==> src/hdl/ole_pkg.sv <==
package ole_pkg;

    // Field widths of the command and result items
    localparam int MODE_W  = 3;
    localparam int VALUE_W = 32;
    localparam int IDX_W   = 7;
    localparam int STAT_W  = 3;
    localparam int LEN_W   = 7;

    // Command modes
    localparam logic [MODE_W-1:0] MODE_APPEND = 3'd0;
    localparam logic [MODE_W-1:0] MODE_INSERT = 3'd1;
    localparam logic [MODE_W-1:0] MODE_READ   = 3'd2;
    localparam logic [MODE_W-1:0] MODE_REMOVE = 3'd3;
    localparam logic [MODE_W-1:0] MODE_FIND   = 3'd4;
    localparam logic [MODE_W-1:0] MODE_HEAD   = 3'd5;

    // Result status codes
    localparam logic [STAT_W-1:0] STAT_OK       = 3'd0;
    localparam logic [STAT_W-1:0] STAT_RANGE    = 3'd1;
    localparam logic [STAT_W-1:0] STAT_FULL     = 3'd2;
    localparam logic [STAT_W-1:0] STAT_NOTFOUND = 3'd3;
    localparam logic [STAT_W-1:0] STAT_EMPTY    = 3'd4;

    // Cell row operation applied in the shift cycle
    typedef enum logic [1:0] {
        OP_NONE,
        OP_INS,
        OP_READ,
        OP_DEL
    } op_t;

    // Controller states
    typedef enum logic {
        S_ACCEPT,
        S_EXEC
    } state_t;

    // Commands from controller to datapath
    typedef struct packed {
        logic capture;
        logic commit;
    } ole_cmd_t;

endpackage

==> src/hdl/ole_ctrl.sv <==
module ole_ctrl (
    input  logic              aclk,
    input  logic              aresetn,
    input  logic              s_valid,
    output logic              s_ready,
    output logic              m_valid,
    input  logic              m_ready,
    output ole_pkg::ole_cmd_t cmd
);
    import ole_pkg::*;

    state_t state_reg, state_next;
    logic   m_valid_reg, m_valid_next;

    // State and output valid registers
    always_ff @(posedge aclk) begin
        if (!aresetn) begin
            state_reg   <= S_ACCEPT;
            m_valid_reg <= 1'b0;
        end else begin
            state_reg   <= state_next;
            m_valid_reg <= m_valid_next;
        end
    end

    // Accept in one state, commit the shift once the output slot is free
    always_comb begin
        state_next   = state_reg;
        m_valid_next = m_valid_reg;
        cmd          = '0;
        s_ready      = 1'b0;
        if (m_valid_reg && m_ready) begin
            m_valid_next = 1'b0;
        end
        case (state_reg)
            S_ACCEPT: begin
                // hold ready low while reset is asserted
                s_ready = aresetn;
                if (s_valid && aresetn) begin
                    cmd.capture = 1'b1;
                    state_next  = S_EXEC;
                end
            end
            S_EXEC: begin
                if (!m_valid_reg || m_ready) begin
                    cmd.commit   = 1'b1;
                    m_valid_next = 1'b1;
                    state_next   = S_ACCEPT;
                end
            end
            default: begin
                state_next = S_ACCEPT;
            end
        endcase
    end

    assign m_valid = m_valid_reg;

endmodule

==> config.mk <==
export PLATFORM = sky130hd
export DESIGN_NAME = ole_ctrl
export DESIGN_NICKNAME = d
export VERILOG_FILES = /design/src/hdl/ole_pkg.sv /design/src/hdl/ole_ctrl.sv
export SDC_FILE = /design/constraint.sdc
export NUM_CORES = 1
export LEC_CHECK = 0
export ABC_AREA = 1
export ABC_CLOCK_PERIOD_IN_PS = 1200
export BUFFER_PORTS_ARGS = -buffer_cell sky130_fd_sc_hd__buf_4
export CAP_MARGIN = 0
export CORE_AREA = 8 8 45 47
export CTS_CLUSTER_SIZE = 24
export DETAILED_ROUTE_END_ITERATION = 8
export DIE_AREA = 0 0 53 55
export PLACE_DENSITY = 0.34
export SLEW_MARGIN = 20
export SYNTH_ARGS = -nofsm -noshare
export SYNTH_HDL_FRONTEND = slang
export SYNTH_SLANG_ARGS = --single-unit
==> constraint.sdc <==
create_clock -name aclk -period 1.2 [get_ports aclk]
set_clock_uncertainty 0.15 [all_clocks]
set_input_delay 0.18 -clock aclk [delete_from_list [all_inputs] [get_ports aclk]]
set_output_delay 0.18 -clock aclk [all_outputs]
set_load 0.005 [all_outputs]
After elaboration in Yosys (flattened, before gate mapping)

Index checks and enable logic that the tools add are counted.

Flip-flop bits (word level): 2
Input bits: 4
Word-level logic and storage cells: 17

Muxes and demuxes: 10
Bitwise logic cells: 1
Reduce and logical (&&, ||, !) cells: 4

Operators with widths:

| cell                                  | number |
|---|---|
| 1-bit 2-to-1 mux                      | 9 |
| 1-bit logical AND                     | 2 |
| 1-bit one-hot mux with 2 select lines | 1 |
| 1-bit logical NOT                     | 1 |
| 1-bit logical OR                      | 1 |
| 1-bit inverter                        | 1 |

Longest topological paths before layout

Depth after elaboration: 4
Depth in mapped cells: 4
Depth with buffers taken out: 4

Worst setup path before layout

No wires, ideal clock.

Path type: register -> output
From: register m_valid_reg, in the netlist m_valid
To: output port cmd[0] in the netlist's numbering
Arrival time: 525 ps
Data required time: 870 ps
Slack: 345 ps
Stages on the path, launching flop included: 4
Path through: dfxtp_1 > inv_1 > nor2_2 > nor2_1

RTL lines:

| element                | RTL line       | RTL |
|---|---|---|
| start, declared        | ole_ctrl.sv:13 | `logic m_valid_reg, m_valid_next;` |
| start signal, assigned | ole_ctrl.sv:22 | `m_valid_reg <= m_valid_next;` |
| end, declared          | ole_ctrl.sv:8  | `output ole_pkg::ole_cmd_t cmd` |

==> key figures <==
Floorplan
  • Core Rows: 14
  • Die height: 55 um
  • Die area: 2920 sq um
  • Die X: 53 um
  • Ports: 8
  • Core area: 1380 sq um
  • Starting Density: 6.96%

Timing
  • Max Clk Rate: 0.862 GHz
  • Fin. max-slew vios: 0
  • Worst-Margin Slew: 0.0911 ns
  • RSZ-0062 raised after global routing: true
  • Final Setup Violations: 0
  • Final hold viol count: 0
  • Rel. slew slack: 93.9%
  • Tmin final: 1.16 ns
  • Tcrit/Tclk final: 96.7%
  • Hold slack: 0.0388 ns

Setup path
  • CP Buf/Inv Count: 2
  • Delay-heaviest family, CP: flip-flops
  • Crit-path cells: inv_2, nor2_4, nor2_2, buf_4
  • Worst Setup SP: m_valid
  • Arr. time, crit path: 0.83 ns
  • Critical path required time: 0.87 ns
  • CP max stage delay: 0.32 ns
  • Setup crit end kind: primary output
  • Peak fanout along the critical path: 2
  • Type of origin of the critical path: flip-flop
  • R2r startpoint: m_valid
  • WS Path Type: flip-flop to primary output
  • Slowest CP cell: dfxtp_2

Clocking
  • Worst-skew pair later-pin latency: 0.22 ns
  • # hold bufs at CTS: 0
  • Worst-case clock buffer depth: 2
  • Num CTS Buffers: 3
  • CTS root buf: clkbuf_4
  • Clk slew on worst S/H paths: 0.03 ns
  • Clk sink count: 2
  • CTS tree: yes
  • Max H-tree Level: 1

Finish
  • Antenna cells: 0
  • Area grow syn2layout: 142%
  • Nets: 35
  • Share of layout cells above drive strength 1: 72.4%
  • Non-Filler Instances: 45

Power
  • Flop pwr share: 28.1%
  • Power density cells: 1150 nW/um^2
  • Clock power frac: 54.6%
  • Leakage Power: 0.132 nW
  • P_int: 0.000210 W
  • Comb power frac: 17.3%
  • Maximum vdd ir drop: 191 uV
  • Switching power: 0.0000573 W
  • Switching Fraction: 21.5%

Global routing
  • GR Util met2: 4.10%
  • Vias in the first global route: 151
  • Gr ovfl total: 0
  • Met1 Track Usage GR: 1.97%
  • Largest net degree at the start of global routing: 5
  • Met3 usage: 3.21%
  • Gr busiest metal: met4
  • Initial antenna violation count: 0
  • First-pass GRT wire length: 565 um
  • Total GRT Usage: 3.17%

Logic synthesis
  • Multiplexer share of the synthesized area: 0%
  • Adder-cell share of the synthesized area: 0%
  • Syn Inst Count: 16
  • Synth Area in Simple Gates: 39.0%
  • Syn nets: 20
  • Syn_area_per_cell: 6.02 sq um
  • Syn. warnings: 0
  • XOR/XNOR share of the synthesized area: 0%
  • Largest family of logic cells by synthesized area: simple AND/OR/NAND/NOR gates
  • Post-Syn Area: 96.3 sq um
  • Sequential area share after synthesis: 41.6%
  • Synth top area cells: dfxtp_1, inv_1, nand2_1
  • Yosys reg bits: 2
  • Synth top area share: 41.6%
  • Ys async rst share: 0%
  • Most common library cells after synthesis: inv_1, nand2_1, dfxtp_1, nor2_1
  • Post-synthesis compound-gate area fraction: 0%
  • Number of enable flip-flop cells after synthesis: 0
  • Netlist cell types: 6
  • Ys flop type: dfxtp_1
  • Area leader, netlist: dfxtp_1

Placement
  • Dpl cells: 39
  • Hpwl dp: 241 um
  • Gpl congestion: 0.573
  • Port-buffer cells: 7

Routing
  • Routed Wire Length: 327 um
  • TritonRoute pass-1 iters: 1
  • Final ANT Viol Nets: 0
  • DR iter-0 viols: 0
  • Residual DRC count: 0
  • Per-cell routed wire length: 7.27 um
  • Vias: 134
  • Drt via density: 2.98

Job
  • Max-cap violation count: 0

Status
  • Outcome: finished, final reports clean

Hold path
  • Hold Path Origin: aresetn
  • HP Class: primary input to flip-flop
[worst paths after layout]
path              slack [ns]  endpoint  depth (start not counted)
setup / recovery        0.04    cmd[0]                          4
hold / removal          0.04   m_valid                          3
setup reg to reg        0.09   m_valid                          7
hold reg to reg         0.33   m_valid                          2
[layout by cell type (no fill, tap or decap), drive strengths merged]
cell and instances:
nor2 3, inv 5, nand3 1, nand2 5, dfxtp 2, buf 10, clkbuf 3
[layout make-up]
type | instances | area, sq um
repair buffers | 10 | 78.8
flip-flops and latches | 2 | 42.5
multi-input cells | 9 | 50.0
clock buffers | 3 | 22.5
fillers | 169 | 1150
well taps | 16 | 20.0
inverters | 5 | 18.8
[power groups by stage]
stage | clock (W) | combinational, W | sequential, W
4_1_cts | 0.000157 | 0.0000442 | 0.0000747
5_1_grt | 0.000165 | 0.0000515 | 0.0000754
6_report | 0.000146 | 0.0000462 | 0.0000750
3_3_place_gp | 0 | 0.0000356 | 0.0000746
2_1_floorplan | 0 | 0.0000117 | 0.0000743
3_5_place_dp | 0 | 0.0000354 | 0.0000744
[tightest hold or removal path: stages]
cell and delay, ns:
buf_4 0.10, nand2_1 0.05, nand2_1 0.05
[cells by family after synthesis]
group	after synthesis
buffers and inverters	5
DFF	2
and+or+nand+nor	9
[per-layer routing]
| metal | vias to the layer above | share of wire (%) |
|---|---|---|
| met5 | - | 0 |
| met4 | 0 | 0 |
| met3 | 0 | 14 |
| met2 | 5 | 56 |
| met1 | 59 | 30 |
| li1 | 70 | - |
[metrics by stage]
stage / utilization (%) / setup WS (ns) / TNS [ns] / total power, W / cell area (sq um)
4_1_cts: 16.4 / -0.00926 / -0.00926 / 0.000276 / 226
3_5_place_dp: 12.2 / 0.202 / 0 / 0.000110 / 169
3_3_place_gp: 12.2 / 0.200 / 0 / 0.000110 / 169
2_1_floorplan: - / 0.345 / 0 / 0.0000860 / 96.3
6_report: 16.8 / 0.0398 / 0 / 0.000267 / 233
5_1_grt: 16.8 / -0.0213 / -0.0213 / 0.000292 / 233
[what timing repair did]
item,4_1_cts,5_1_grt
pin swaps,2,2
endpoints found under the setup margin,2,2
gates resized for setup,5,4
setup buffers,3,0
(Power assumes the default switching activity.)
